===== src/design/block_cache_tag_store_lru_defines.svh =====
// Assertion macros used by the tag store design file.
`ifndef BLOCK_CACHE_TAG_STORE_LRU_DEFINES_SVH
`define BLOCK_CACHE_TAG_STORE_LRU_DEFINES_SVH

// Checked outside reset only.
`define BCTS_ASSERT(lbl, prop, msg) \
	lbl: assert property (@(posedge clk) disable iff (!arst_n) prop) \
		else $error(msg);

// Checked on every edge, reset included.
`define BCTS_ASSERT_ALWAYS(lbl, prop, msg) \
	lbl: assert property (@(posedge clk) prop) \
		else $error(msg);

`endif


===== src/design/bcts_pkg.sv =====
package bcts_pkg;

	localparam int ENTRIES = 32;
	localparam int IDX_W   = $clog2(ENTRIES);
	localparam int SLOT_W  = 5;

	localparam logic [15:0] COUNT_MAX = 16'hFFFF;

	typedef enum logic [1:0] {
		MODE_READ    = 2'd0,
		MODE_RELEASE = 2'd1,
		MODE_PIN     = 2'd2,
		MODE_UNPIN   = 2'd3
	} mode_t;

	typedef enum logic [1:0] {
		ST_OK        = 2'd0,
		ST_NO_FREE   = 2'd1,
		ST_UNDERFLOW = 2'd2,
		ST_OVERFLOW  = 2'd3
	} status_t;

	typedef struct packed {
		logic [31:0] device;
		logic [31:0] blk;
		logic        valid;
		logic [15:0] count;
		logic [31:0] last_use;
	} entry_t;

	typedef struct packed {
		logic             we;
		logic [IDX_W-1:0] waddr;
		entry_t           wdata;
		logic             re;
		logic [IDX_W-1:0] raddr;
	} ram_cmd_t;

	function automatic logic [IDX_W-1:0] to_idx(input logic [SLOT_W-1:0] s);
		logic [IDX_W+SLOT_W-1:0] w;
		w = {{IDX_W{1'b0}}, s};
		return w[IDX_W-1:0];
	endfunction

	function automatic logic [SLOT_W-1:0] to_slot(input logic [IDX_W-1:0] idx);
		logic [IDX_W+SLOT_W-1:0] w;
		w = {{SLOT_W{1'b0}}, idx};
		return w[SLOT_W-1:0];
	endfunction

	function automatic logic slot_ok(input logic [SLOT_W-1:0] s);
		logic [IDX_W+SLOT_W-1:0] w;
		w = {{IDX_W{1'b0}}, s};
		return w < (IDX_W+SLOT_W)'(ENTRIES);
	endfunction

endpackage


===== src/design/bcts_if.sv =====
interface bcts_req_if import bcts_pkg::*; ();
	logic              valid;
	logic              ready;
	mode_t             mode;
	logic [31:0]       device;
	logic [31:0]       block_number;
	logic [SLOT_W-1:0] slot_index;
	logic [31:0]       now_tick;

	modport source (output valid, mode, device, block_number, slot_index, now_tick,
		input ready);
	modport sink (input valid, mode, device, block_number, slot_index, now_tick,
		output ready);
endinterface

interface bcts_rsp_if import bcts_pkg::*; ();
	logic              valid;
	logic              ready;
	logic [SLOT_W-1:0] slot_out;
	logic              hit;
	logic              need_read;
	status_t           status;

	modport source (output valid, slot_out, hit, need_read, status, input ready);
	modport sink (input valid, slot_out, hit, need_read, status, output ready);
endinterface


===== src/design/bcts_ram.sv =====
module bcts_ram import bcts_pkg::*; (
	input  logic     clk,
	input  ram_cmd_t cmd,
	output entry_t   rdata
);

	entry_t mem [ENTRIES];
	entry_t rdata_q;

	always_ff @(posedge clk) begin
		if (cmd.we) begin
			mem[cmd.waddr] <= cmd.wdata;
		end
		if (cmd.re) begin
			rdata_q <= mem[cmd.raddr];
		end
	end

	assign rdata = rdata_q;

endmodule


===== src/design/block_cache_tag_store_lru.sv =====
// Tag store of a disk block cache: per slot a (device, block) tag, valid flag,
// 16-bit reference count and last-use tick, all held in one single-port-read
// synchronous RAM of ENTRIES words.
// req channel: mode, device, block_number, slot_index, now_tick; a transfer
// happens when valid and ready are both high. rsp channel: slot_out, hit,
// need_read, status, one transfer per request, in request order.
// A read walks the RAM one slot per cycle, looking for the first tag match
// and the oldest unreferenced slot at once, then writes the chosen slot back
// unless its count is at the maximum or no unreferenced slot is found.
// Release, pin and unpin read one slot and write it back unless its count
// would underflow or overflow.
// One request is in flight at a time; req.ready rises again as soon as the
// result sits in the output register, so the next request is taken while the
// receiver stalls. A finished result waiting on a stalled receiver holds the
// write-back until rsp.ready, so nothing is lost.
// After reset the RAM is swept to zero, one slot per cycle, with req.ready low.
`include "block_cache_tag_store_lru_defines.svh"

module block_cache_tag_store_lru import bcts_pkg::*; (
	input logic      clk,
	input logic      arst_n,
	bcts_req_if.sink   req,
	bcts_rsp_if.source rsp
);

	typedef enum logic [3:0] {
		S_CLEAR  = 4'b0001,
		S_IDLE   = 4'b0010,
		S_FETCH  = 4'b0100,
		S_UPDATE = 4'b1000
	} state_t;

	localparam logic [IDX_W-1:0] LAST_IDX = IDX_W'(ENTRIES - 1);
	localparam logic [IDX_W:0]   END_CNT  = (IDX_W + 1)'(ENTRIES);

	state_t           state_q;
	logic [IDX_W-1:0] clr_q;
	logic [IDX_W:0]   issue_q;
	logic             rd_vld_s1;
	logic [IDX_W-1:0] rd_idx_s1;

	mode_t             mode_q;
	logic [31:0]       dev_q;
	logic [31:0]       blk_q;
	logic [SLOT_W-1:0] slot_q;
	logic [31:0]       tick_q;

	logic             match_found_q;
	logic [IDX_W-1:0] match_idx_q;
	entry_t           ent_q;
	logic             free_found_q;
	logic [IDX_W-1:0] free_idx_q;
	logic [31:0]      free_use_q;

	logic              rsp_vld_q;
	logic [SLOT_W-1:0] slot_out_q;
	logic              hit_q;
	logic              need_q;
	status_t           status_q;

	ram_cmd_t ram_cmd;
	entry_t   rdata;

	logic              accept;
	logic              scanning;
	logic              tag_eq;
	logic              free_better;
	logic              upd_go;
	logic              upd_we;
	logic [IDX_W-1:0]  upd_idx;
	entry_t            upd_ent;
	logic [SLOT_W-1:0] res_slot;
	logic              res_hit;
	logic              res_need;
	status_t           res_status;

	bcts_ram u_ram (
		.clk   (clk),
		.cmd   (ram_cmd),
		.rdata (rdata)
	);

	assign req.ready = (state_q == S_IDLE);
	assign accept    = req.valid && req.ready;
	assign scanning  = (state_q == S_FETCH) && (mode_q == MODE_READ);

	assign tag_eq      = (rdata.device == dev_q) && (rdata.blk == blk_q);
	assign free_better = (rdata.count == 16'd0) &&
		(!free_found_q || (rdata.last_use < free_use_q));

	assign upd_go = (state_q == S_UPDATE) && (!rsp_vld_q || rsp.ready);

	// The FSM serialises requests, so a read never overlaps a write-back.
	always_comb begin
		ram_cmd.re    = accept || (scanning && (issue_q != END_CNT));
		ram_cmd.raddr = issue_q[IDX_W-1:0];
		if (accept) begin
			ram_cmd.raddr = (req.mode == MODE_READ) ? '0 : to_idx(req.slot_index);
		end
		ram_cmd.we    = 1'b0;
		ram_cmd.waddr = upd_idx;
		ram_cmd.wdata = upd_ent;
		if (state_q == S_CLEAR) begin
			ram_cmd.we    = 1'b1;
			ram_cmd.waddr = clr_q;
			ram_cmd.wdata = '0;
		end else if (upd_go && upd_we) begin
			ram_cmd.we = 1'b1;
		end
	end

	always_comb begin
		upd_we     = 1'b0;
		upd_idx    = to_idx(slot_q);
		upd_ent    = ent_q;
		res_slot   = slot_q;
		res_hit    = 1'b0;
		res_need   = 1'b0;
		res_status = ST_OK;
		unique case (mode_q)
			MODE_READ: begin
				if (match_found_q) begin
					upd_idx  = match_idx_q;
					res_slot = to_slot(match_idx_q);
					res_hit  = 1'b1;
					if (ent_q.count == COUNT_MAX) begin
						res_status = ST_OVERFLOW;
					end else begin
						upd_we        = 1'b1;
						upd_ent.count = ent_q.count + 16'd1;
						upd_ent.valid = 1'b1;
						res_need      = !ent_q.valid;
					end
				end else if (free_found_q) begin
					upd_we           = 1'b1;
					upd_idx          = free_idx_q;
					upd_ent.device   = dev_q;
					upd_ent.blk      = blk_q;
					upd_ent.valid    = 1'b1;
					upd_ent.count    = 16'd1;
					upd_ent.last_use = '0;
					res_slot         = to_slot(free_idx_q);
					res_need         = 1'b1;
				end else begin
					res_slot   = '0;
					res_status = ST_NO_FREE;
				end
			end
			MODE_PIN: begin
				if (slot_ok(slot_q)) begin
					if (ent_q.count == COUNT_MAX) begin
						res_status = ST_OVERFLOW;
					end else begin
						upd_we        = 1'b1;
						upd_ent.count = ent_q.count + 16'd1;
					end
				end
			end
			MODE_RELEASE, MODE_UNPIN: begin
				if (slot_ok(slot_q)) begin
					if (ent_q.count == 16'd0) begin
						res_status = ST_UNDERFLOW;
					end else begin
						upd_we        = 1'b1;
						upd_ent.count = ent_q.count - 16'd1;
						// only a release that drops the last reference stamps the tick
						if (mode_q == MODE_RELEASE && ent_q.count == 16'd1) begin
							upd_ent.last_use = tick_q;
						end
					end
				end
			end
			default: begin
			end
		endcase
	end

	always_ff @(posedge clk or negedge arst_n) begin
		if (!arst_n) begin
			state_q       <= S_CLEAR;
			clr_q         <= '0;
			issue_q       <= '0;
			rd_vld_s1     <= 1'b0;
			rd_idx_s1     <= '0;
			match_found_q <= 1'b0;
			free_found_q  <= 1'b0;
			rsp_vld_q     <= 1'b0;
		end else begin
			rd_vld_s1 <= ram_cmd.re;
			rd_idx_s1 <= ram_cmd.raddr;
			if (ram_cmd.re && !accept) begin
				issue_q <= issue_q + 1'b1;
			end
			unique case (state_q)
				S_CLEAR: begin
					clr_q <= clr_q + 1'b1;
					if (clr_q == LAST_IDX) begin
						state_q <= S_IDLE;
					end
				end
				S_IDLE: begin
					if (accept) begin
						state_q       <= S_FETCH;
						issue_q       <= (req.mode == MODE_READ) ? (IDX_W + 1)'(1) : END_CNT;
						match_found_q <= 1'b0;
						free_found_q  <= 1'b0;
					end
				end
				S_FETCH: begin
					if (rd_vld_s1 && scanning) begin
						if (!match_found_q && tag_eq) begin
							match_found_q <= 1'b1;
						end
						if (free_better) begin
							free_found_q <= 1'b1;
						end
						if (rd_idx_s1 == LAST_IDX) begin
							state_q <= S_UPDATE;
						end
					end else if (rd_vld_s1) begin
						state_q <= S_UPDATE;
					end
				end
				S_UPDATE: begin
					if (upd_go) begin
						state_q <= S_IDLE;
					end
				end
				default: state_q <= S_CLEAR;
			endcase
			if (upd_go) begin
				rsp_vld_q <= 1'b1;
			end else if (rsp.ready) begin
				rsp_vld_q <= 1'b0;
			end
		end
	end

	always_ff @(posedge clk) begin
		if (accept) begin
			mode_q <= req.mode;
			dev_q  <= req.device;
			blk_q  <= req.block_number;
			slot_q <= req.slot_index;
			tick_q <= req.now_tick;
		end
		if (state_q == S_FETCH && rd_vld_s1) begin
			if (scanning) begin
				if (!match_found_q && tag_eq) begin
					match_idx_q <= rd_idx_s1;
					ent_q       <= rdata;
				end
				if (free_better) begin
					free_idx_q <= rd_idx_s1;
					free_use_q <= rdata.last_use;
				end
			end else begin
				ent_q <= rdata;
			end
		end
		if (upd_go) begin
			slot_out_q <= res_slot;
			hit_q      <= res_hit;
			need_q     <= res_need;
			status_q   <= res_status;
		end
	end

	assign rsp.valid     = rsp_vld_q;
	assign rsp.slot_out  = slot_out_q;
	assign rsp.hit       = hit_q;
	assign rsp.need_read = need_q;
	assign rsp.status    = status_q;

	`BCTS_ASSERT_ALWAYS(a_ram_write_phase, ram_cmd.we |-> (state_q == S_CLEAR || state_q == S_UPDATE), "RAM written outside sweep or write-back")
	`BCTS_ASSERT(a_accept_reads, accept |=> (state_q == S_FETCH && rd_vld_s1), "transfer did not start a RAM read")
	`BCTS_ASSERT(a_scan_ends, (scanning && rd_vld_s1 && rd_idx_s1 == LAST_IDX) |=> (state_q == S_UPDATE), "scan did not end at last slot")
	`BCTS_ASSERT(a_result_shown, upd_go |=> rsp.valid, "write-back gave no result")

endmodule

===== src/flat_wrapper.sv =====
// flat-port wrapper written by rule: the top's interface ports become plain ports
module block_cache_tag_store_lru_flat import bcts_pkg::*;
  (clk, arst_n, req_valid, req_mode, req_device, req_block_number, req_slot_index, req_now_tick, req_ready, rsp_valid, rsp_slot_out, rsp_hit, rsp_need_read, rsp_status, rsp_ready);
  bcts_req_if req_i ();
  bcts_rsp_if rsp_i ();
  input logic clk;
  input logic arst_n;
  input wire logic [$bits(req_i.valid)-1:0] req_valid;
  input wire logic [$bits(req_i.mode)-1:0] req_mode;
  input wire logic [$bits(req_i.device)-1:0] req_device;
  input wire logic [$bits(req_i.block_number)-1:0] req_block_number;
  input wire logic [$bits(req_i.slot_index)-1:0] req_slot_index;
  input wire logic [$bits(req_i.now_tick)-1:0] req_now_tick;
  output wire logic [$bits(req_i.ready)-1:0] req_ready;
  output wire logic [$bits(rsp_i.valid)-1:0] rsp_valid;
  output wire logic [$bits(rsp_i.slot_out)-1:0] rsp_slot_out;
  output wire logic [$bits(rsp_i.hit)-1:0] rsp_hit;
  output wire logic [$bits(rsp_i.need_read)-1:0] rsp_need_read;
  output wire logic [$bits(rsp_i.status)-1:0] rsp_status;
  input wire logic [$bits(rsp_i.ready)-1:0] rsp_ready;
  assign req_i.valid = req_valid;
  assign req_i.mode = req_mode;
  assign req_i.device = req_device;
  assign req_i.block_number = req_block_number;
  assign req_i.slot_index = req_slot_index;
  assign req_i.now_tick = req_now_tick;
  assign req_ready = req_i.ready;
  assign rsp_valid = rsp_i.valid;
  assign rsp_slot_out = rsp_i.slot_out;
  assign rsp_hit = rsp_i.hit;
  assign rsp_need_read = rsp_i.need_read;
  assign rsp_status = rsp_i.status;
  assign rsp_i.ready = rsp_ready;
  block_cache_tag_store_lru u_core (.clk(clk), .arst_n(arst_n), .req(req_i), .rsp(rsp_i));
endmodule

===== config.mk =====
export PLATFORM = sky130hd
export DESIGN_NAME = block_cache_tag_store_lru_flat
export DESIGN_NICKNAME = d
export VERILOG_FILES = /design/src/design/bcts_pkg.sv /design/src/design/bcts_if.sv /design/src/design/bcts_ram.sv /design/src/design/block_cache_tag_store_lru.sv /design/src/flat_wrapper.sv
export VERILOG_INCLUDE_DIRS = /design/src /design/src/design
export SDC_FILE = /design/constraint.sdc
export NUM_CORES = 2
export LEC_CHECK = 0
export ABC_AREA = 1
export ABC_CLOCK_PERIOD_IN_PS = 14700
export BUFFER_PORTS_ARGS = -buffer_cell sky130_fd_sc_hd__buf_2
export CELL_PAD_IN_SITES_DETAIL_PLACEMENT = 1
export CELL_PAD_IN_SITES_GLOBAL_PLACEMENT = 1
export CORE_AREA = 2 2 644 646
export DETAILED_ROUTE_END_ITERATION = 10
export DIE_AREA = 0 0 646 648
export PLACE_DENSITY = 0.62
export SYNTH_ARGS = -nofsm -noshare
export SYNTH_HDL_FRONTEND = slang
export SYNTH_SLANG_ARGS = --single-unit

===== constraint.sdc =====
create_clock -name clk -period 14.7 [get_ports clk]
set_input_delay 0.735 -clock clk [delete_from_list [all_inputs] [get_ports clk]]
set_output_delay 0.735 -clock clk [all_outputs]
set_load 0.005 [all_outputs]

== After elaboration in Yosys (flattened, before gate mapping) ==
Memories as Yosys holds them, arrays and structs flattened. A register that Yosys moved wholly into a read port is not among the register bits.
Index checks and enable logic that the tools add are counted.

* Register bits: 291
* Memory bits (writable): 3616
* Input port bits: 107
* Output and inout bits: 11
* Word-level logic and storage cells: 146
* Memories: 1

* $add $sub $neg: 4
* Order comparisons: 1
* Eq/ne operators: 23
* Multiplexer cells: 59
* Reduce and logical (&&, ||, !) cells: 33

{| class="wikitable"
|+ Memories
! memory !! words !! bits a word !! rd ports !! clocked after memory_dff !! write ports !! RTL line !! source
|-
| u_core.u_ram.mem || 32 || 113 || 1 || 1 || 1 || bcts_ram.sv:7 || <nowiki>entry_t mem [ENTRIES];</nowiki>
|}

{| class="wikitable"
|+ Operators with widths
! cell !! number
|-
| 113-bit 2-to-1 mux || 3
|-
| 118-bit 2-to-1 mux || 1
|-
| 65-bit 2-to-1 mux || 1
|-
| 32-bit equality test || 2
|-
| 32-bit 2-to-1 mux || 2
|-
| 64-bit 2-to-1 mux || 1
|-
| 32-bit one-hot mux with 2 select lines || 1
|-
| 48-bit 2-to-1 mux || 1
|-
| 16-bit one-hot mux with 3 select lines || 1
|-
| 5-bit 2-to-1 mux || 8
|-
| 17-bit 2-to-1 mux || 2
|-
| 16-bit zero test || 2
|-
| 32-bit less-than comparator || 1
|-
| 4-bit 2-to-1 mux || 6
|-
| 6-bit 2-to-1 mux || 4
|-
| 1-bit 2-to-1 mux || 19
|-
| 16-bit by 1-bit adder with 16-bit output, second input constant || 1
|-
| 16-bit by 1-bit equality test with 1-bit output, second input constant || 1
|-
| 16-bit equality test, second input constant || 1
|-
| 16-bit 2-to-1 mux || 1
|-
| 4-bit one-hot mux with 4 select lines || 1
|-
| 16-bit by 1-bit subtractor with 16-bit output, second input constant || 1
|-
| 1-bit logical AND || 12
|-
| 5-bit equality test, second input constant || 2
|-
| other kinds (26) || 45
|}

== Logic depth before layout (Yosys ltp) ==
* Depth in word-level cells: 9
* Depth in mapped cells: 15
* Mapped depth without buffers: 13

== By module ==
From an unflattened synthesis, not the netlist that was laid out.

* Cell total of the unflattened synthesis: 13395
* Area total of the unflattened synthesis: 161985.4 µm²

{| class="wikitable"
|+ By module, submodules not included
! module !! instances !! cells each !! area an instance (µm²) !! sequential area each (µm²)
|-
| bcts_ram || 1 || 11897 || 147647.9 || 111977.4
|-
| block_cache_tag_store_lru || 1 || 1498 || 14337.5 || 8619.5
|}

== Worst setup path before layout ==
No wires, ideal clock.

* Kind: reg2reg
* From: register u_core.state_q[1]
* To: memory u_core.u_ram.mem[0][0] in the netlist's numbering (enable)
* Library setup time: 0.587 ns
* Data arrival time: 6.612 ns
* Data required time: 14.113 ns
* Setup slack: 7.502 ns
* Stages on the path, launching flop included: 11
* Path buffers: 1
* Clock period less this slack: 7.198 ns
* Cell sequence: dfrtp_1 > nor2_1 > inv_1 > nor3_1 > inv_1 > nor2_1 > nand3_1 > nand2_1 > buf_4 > nand3_1 > nor2_1

* Word-level cells in the longest chain between the ends: 7
* Elaborated cells between the ends (all ways): 9
* Those cells by class: eq/ne: 2; mux: 5; reduce/logical: 2

{| class="wikitable"
|+ Ends and longest elaborated chain
! item !! RTL line !! source
|-
| start, declared || block_cache_tag_store_lru.sv:36 || <nowiki>state_t state_q;</nowiki>
|-
| start signal, assigned || block_cache_tag_store_lru.sv:180 || <nowiki>state_q <= S_CLEAR;</nowiki>
|-
| start signal, assigned || block_cache_tag_store_lru.sv:198 || <nowiki>state_q <= S_IDLE;</nowiki>
|-
| start signal, assigned || block_cache_tag_store_lru.sv:203 || <nowiki>state_q <= S_FETCH;</nowiki>
|-
| 4-bit equality test || block_cache_tag_store_lru.sv:91 || <nowiki>assign upd_go = (state_q == S_UPDATE) && (!rsp_vld_q || rsp.ready);</nowiki>
|-
| 1-bit logical AND || block_cache_tag_store_lru.sv:91 ||
|-
| via u_core.upd_go || block_cache_tag_store_lru.sv:68 || <nowiki>logic upd_go;</nowiki>
|-
| 1-bit logical AND || block_cache_tag_store_lru.sv:107 || <nowiki>end else if (upd_go && upd_we) begin</nowiki>
|-
| 1-bit 2-to-1 mux || block_cache_tag_store_lru.sv:107 ||
|-
| 1-bit 2-to-1 mux || block_cache_tag_store_lru.sv:103 || <nowiki>if (state_q == S_CLEAR) begin</nowiki>
|-
| 1-bit 2-to-1 mux || bcts_ram.sv:11 || <nowiki>if (cmd.we) begin</nowiki>
|-
| 1-bit 2-to-1 mux (not written as such) || bcts_ram.sv:12 || <nowiki>mem[cmd.waddr] <= cmd.wdata;</nowiki>
|-
| end, declared || bcts_ram.sv:7 ||
|}

The timed path passes the listed nets, and every way through them passes these cells.

== Final worst setup path ==
* From: register u_core.mode_q[0]
* To: memory u_core.u_ram.mem[7][70] in the netlist's numbering (enable)

* Word-level cells in the longest chain between the ends: 8
* Elaborated cells between the ends (all ways): 13
* Those cells by class: eq/ne: 3; mux: 7; reduce/logical: 3

{| class="wikitable"
|+ Ends and longest elaborated chain
! item !! RTL line !! source
|-
| start, declared || block_cache_tag_store_lru.sv:42 || <nowiki>mode_t mode_q;</nowiki>
|-
| start signal, assigned || block_cache_tag_store_lru.sv:241 || <nowiki>mode_q <= req.mode;</nowiki>
|-
| 2-bit equality test or 2-bit by 1-bit equality test with 1-bit output (tied branches) || block_cache_tag_store_lru.sv:120 || <nowiki>unique case (mode_q)</nowiki>
|-
| 2-bit OR reduction || block_cache_tag_store_lru.sv:120 ||
|-
| 1-bit one-hot mux with 3 select lines || block_cache_tag_store_lru.sv:120 ||
|-
| 1-bit logical AND || block_cache_tag_store_lru.sv:107 ||
|-
| 1-bit 2-to-1 mux || block_cache_tag_store_lru.sv:107 ||
|-
| 1-bit 2-to-1 mux || block_cache_tag_store_lru.sv:103 ||
|-
| 1-bit 2-to-1 mux || bcts_ram.sv:11 ||
|-
| 1-bit 2-to-1 mux (not written as such) || bcts_ram.sv:12 ||
|}

Several ways; a longest one is shown, not always the timed one.

==> results.md <==
- Status: finished clean
- Worst Min Path Start: req_valid
- PortBufs: 117
- Gr usage total: 26.8%
- Share of cells above drive strength 1: 8.64%
- Core Region: 412000 um2
- Antenna violations before repair: 18
- Clock Path Buffers: 4
- Prevailing post-synth register cell: edfxtp_1
- Total wire length: between 500000 and 600000 um
- Share of synthesized registers carrying an async set or reset: 0.597%
- Nets@finish: approximately 13000
- Postcts setup bufs: 0
- Peak VDD IR: 0.157 mV
- IO Count: around 120
- Most frequent CP cell: buf_4
- R2R Path Start: u_core.mode_q[0]
- Final Max Slew Viols: 0
- Power Density: 205 nW/um2
- Number of global-route vias before repair: between 100k and 150k
- Slew @ Worst Pin: 1.44 ns
- Die Y: 648 um
- CTS tree: built
- Worst setup SP type: flip-flop
- Pre-CTS setup slack: 8.27 ns
- Final Cycle Share: 42.7%
- Synth Register Bits: around 4000
- RSZ-0062 raised after global routing: no
- Fin crit period: 6.27 ns
- DR pass1 iterations: 6
- Reg2Reg Depth: 14
- Total CTS buffers: approximately 430
- Number of synthesized flops with an enable pin: between 3000 and 4000
- Die area: 419000 um2
- Final hold violation count: 0
- Ys Warns: 0
- Synth Area in Compound Gates: less than 1%
- Final worst slack: between 8 and 9 ns
- Crit Path Class: reg2reg
- Area grow syn2layout: 13.0%
- Setup crit start: u_core.mode_q[0]
- Worst path top cell family by delay: buffers and inverters
- Largest net degree at the start of global routing: between 150 and 200
- 1st-iter DRT viols: 13500
- CP endpoint kind: flip-flop
- Fill count: 42400
- Commonest non-fill, non-tap cell in the layout: nand3_1
- Adder-cell area share of the yosys netlist: 0.290%
- Hold Path Depth: 4
- Area of the mapped netlist: 164000 um2
- Vias: 115000
- Net Count, Synth: 13400
- Clock skew: 0.0745 ns
- Slowest CP cell: nor2_4
- Hold WC Path Type: in2reg
- CTS clk-pin slew, worst paths: 0.06 ns
- Post-DR vias/cell: approximately 6.0
- Fmax: 159 MHz
- CP arrival: between 6 and 7 ns
- CP max stage delay: 0.84 ns
- Largest family of logic cells by synthesized area: simple AND/OR/NAND/NOR gates
- Crit-path cells: buf_4 > nor2_1 > buf_4 > inv_1 > nor2_4 > nand2_1 > o211ai_1 > o22ai_1 > inv_1 > nand3_1 > nor2_4 > buf_4 > buf_4 > buf_4
- Htree depth: 5
- Commonest cells after routing, fill and taps aside: nand3_1 (5139), edfxtp_1 (3996), nand2_1 (2275)
- Starting Density: 39.8%
- Sinks on Clock Net: 4020
- Avg Cell Area, Syn: between 10 and 15 um2
- Stages on worst setup path: 14
- Routed WL per cell: roughly 30 um
- Dpl hpwl: 273000 um
- Grt ovf: 0
- Detail Route Antenna Nets: 0
- GPL Wtd Cong: 0.831
- First-pass GRT wire length: 825000 um
- Post-Syn Instances: 13300
- Slew margin rel.: 4.27%
- Sequential area share after synthesis: 73.6%
- Remaining DRCs: 0
- Setup TNS: 0 ns
- Critical Path RT: 15.30 ns
- Simple-gate share of the synthesized area: 21.8%
- Library cells used by synthesis: 44
- Cell Rows: 236
- Die W: 646 um
- CP max FO: 36
- Leak pwr: between 60 and 70 nW
- Skew-Pair Late Insertion Delay: 1.03 ns
- Mux cell area share after synthesis: 0%
- Cell at the root of the clock tree: clkbuf_16
- Worst path bufs/invs: 7
- Post-synthesis xor/xnor area fraction: 0.214%
- # setup viols final: 0
- Final Power: roughly 38 mW
- Max Cap Violations: 0
## flip-flops by register name, summed over array words and instances (netlist names)
register              flops
u_core.ent_q            113
u_core.rd_vld_s1          1
u_core.free_use_q        32
u_core.clr_q              5
u_core.rsp.slot_out       5
u_core.match_found_q      1
u_core.free_idx_q         5
u_core.u_ram.rdata      113
u_core.rsp.status         2
u_core.slot_q             5
u_core.u_ram.mem       3616
u_core.issue_q            6
u_core.rsp.need_read      1
u_core.free_found_q       1
u_core.dev_q             32
u_core.tick_q            32
u_core.match_idx_q        5
u_core.rsp.hit            1
u_core.state_q            4
u_core.mode_q             2
u_core.rd_idx_s1          5
u_core.blk_q             32
u_core.rsp.valid          1
## area by class of cell
cell class	count	area [um2]	share of cell area, %
flip-flops and latches	4020	121000	65.1
multi-input cells	8070	38600	20.8
clock buffers	524	11300	6.10
well taps	5474	6850	3.70
repair buffers	527	4300	2.32
clock inverters	270	2830	1.53
inverters	199	848	0.458
diodes	2	5.00	0.00270
## path summary, 6_finish.rpt
path | end | slack, ns
worst max-delay path | u_core.u_ram.mem[7][70] | 8.43
worst min-delay path | u_core.state_q[1] | 0.22
worst max register to register | u_core.u_ram.mem[7][70] | 8.43
worst min register to register | u_core.ent_q[48] | 0.44
max in group asynchronous | u_core.rd_idx_s1[4] | 13.90
min in group asynchronous | u_core.rsp.valid | 0.35
## worst min-delay path: cells and delay by family
kind / cells / cell delay [ns]
AO/OA/AOI/OAI: 1 / 0.11
buffers and inverters: 2 / 0.20
AND/OR/NAND/NOR: 1 / 0.08
## cell families (layout without fill, tap and decap cells)
| logic type | after synthesis | in the layout |
|---|---|---|
| AOI/OAI and AO/OA | 259 | 259 |
| xor gates and xnor gates | 40 | 40 |
| adders and majority gates | 38 | 38 |
| buffers and inverters | 1214 | 1520 |
| DFF | 4020 | 4020 |
| other | 0 | 2 |
| and+or+nand+nor | 7733 | 7733 |
## what timing repair did
action | 4_1_cts | 5_1_grt
gates resized for setup | 0 | 0
endpoints found under the hold margin | 127 | 0
hold buffers | 105 | 0
## routing by layer
| layer | wire [um] | GRT usage [%] | part of all wire (%) |
|---|---|---|---|
| met5 | 20 | 0 | 0.0035 |
| met4 | 17900 | 8.01 | 3.1 |
| met3 | 42300 | 3.58 | 7.4 |
| met2 | 266000 | 43.3 | 46 |
| met1 | 247000 | 37.7 | 43 |
## stage by stage
step	util, %	cell area (um2)	std cells	hold slack [ns]
after floorplan	-	164000	13300	0.400
after global placement	41.3	170000	18200	0.428
after detailed placement	41.3	170000	18200	0.407
after CTS	45.0	185000	19100	0.135
after global routing	45.0	185000	19100	0.215
final	45.0	185000	19100	0.219
## synthesized netlist by cell type, types with 8 or more instances
library cell  instances  area [um2]
xnor2_1              15         131
nand3_1            5140       25700
clkbuf_1            373        1400
o21ai_0             127         636
nor3_1               16        80.1
buf_1                72         270
inv_1               188         706
ha_1                 38         475
buf_4                37         278
edfxtp_1           3996      120000
buf_2               530        2650
nand4_1              22         138
nand2_1            2278        8550
a21oi_1             114         571
dfrtp_1              23         576
nand3b_1             48         360
xor2_1               25         219
nor2_1              206         773
inv_2                 8        30.0
## power by group
group	leakage (nW)	internal [mW]	switching (mW)
clock	6.95	6.39	4.65
sequential	36.8	15.0	0.312
combinational	20.4	2.78	8.91
total	64.2	24.1	13.9
Power figures use the tool's default switching activity.
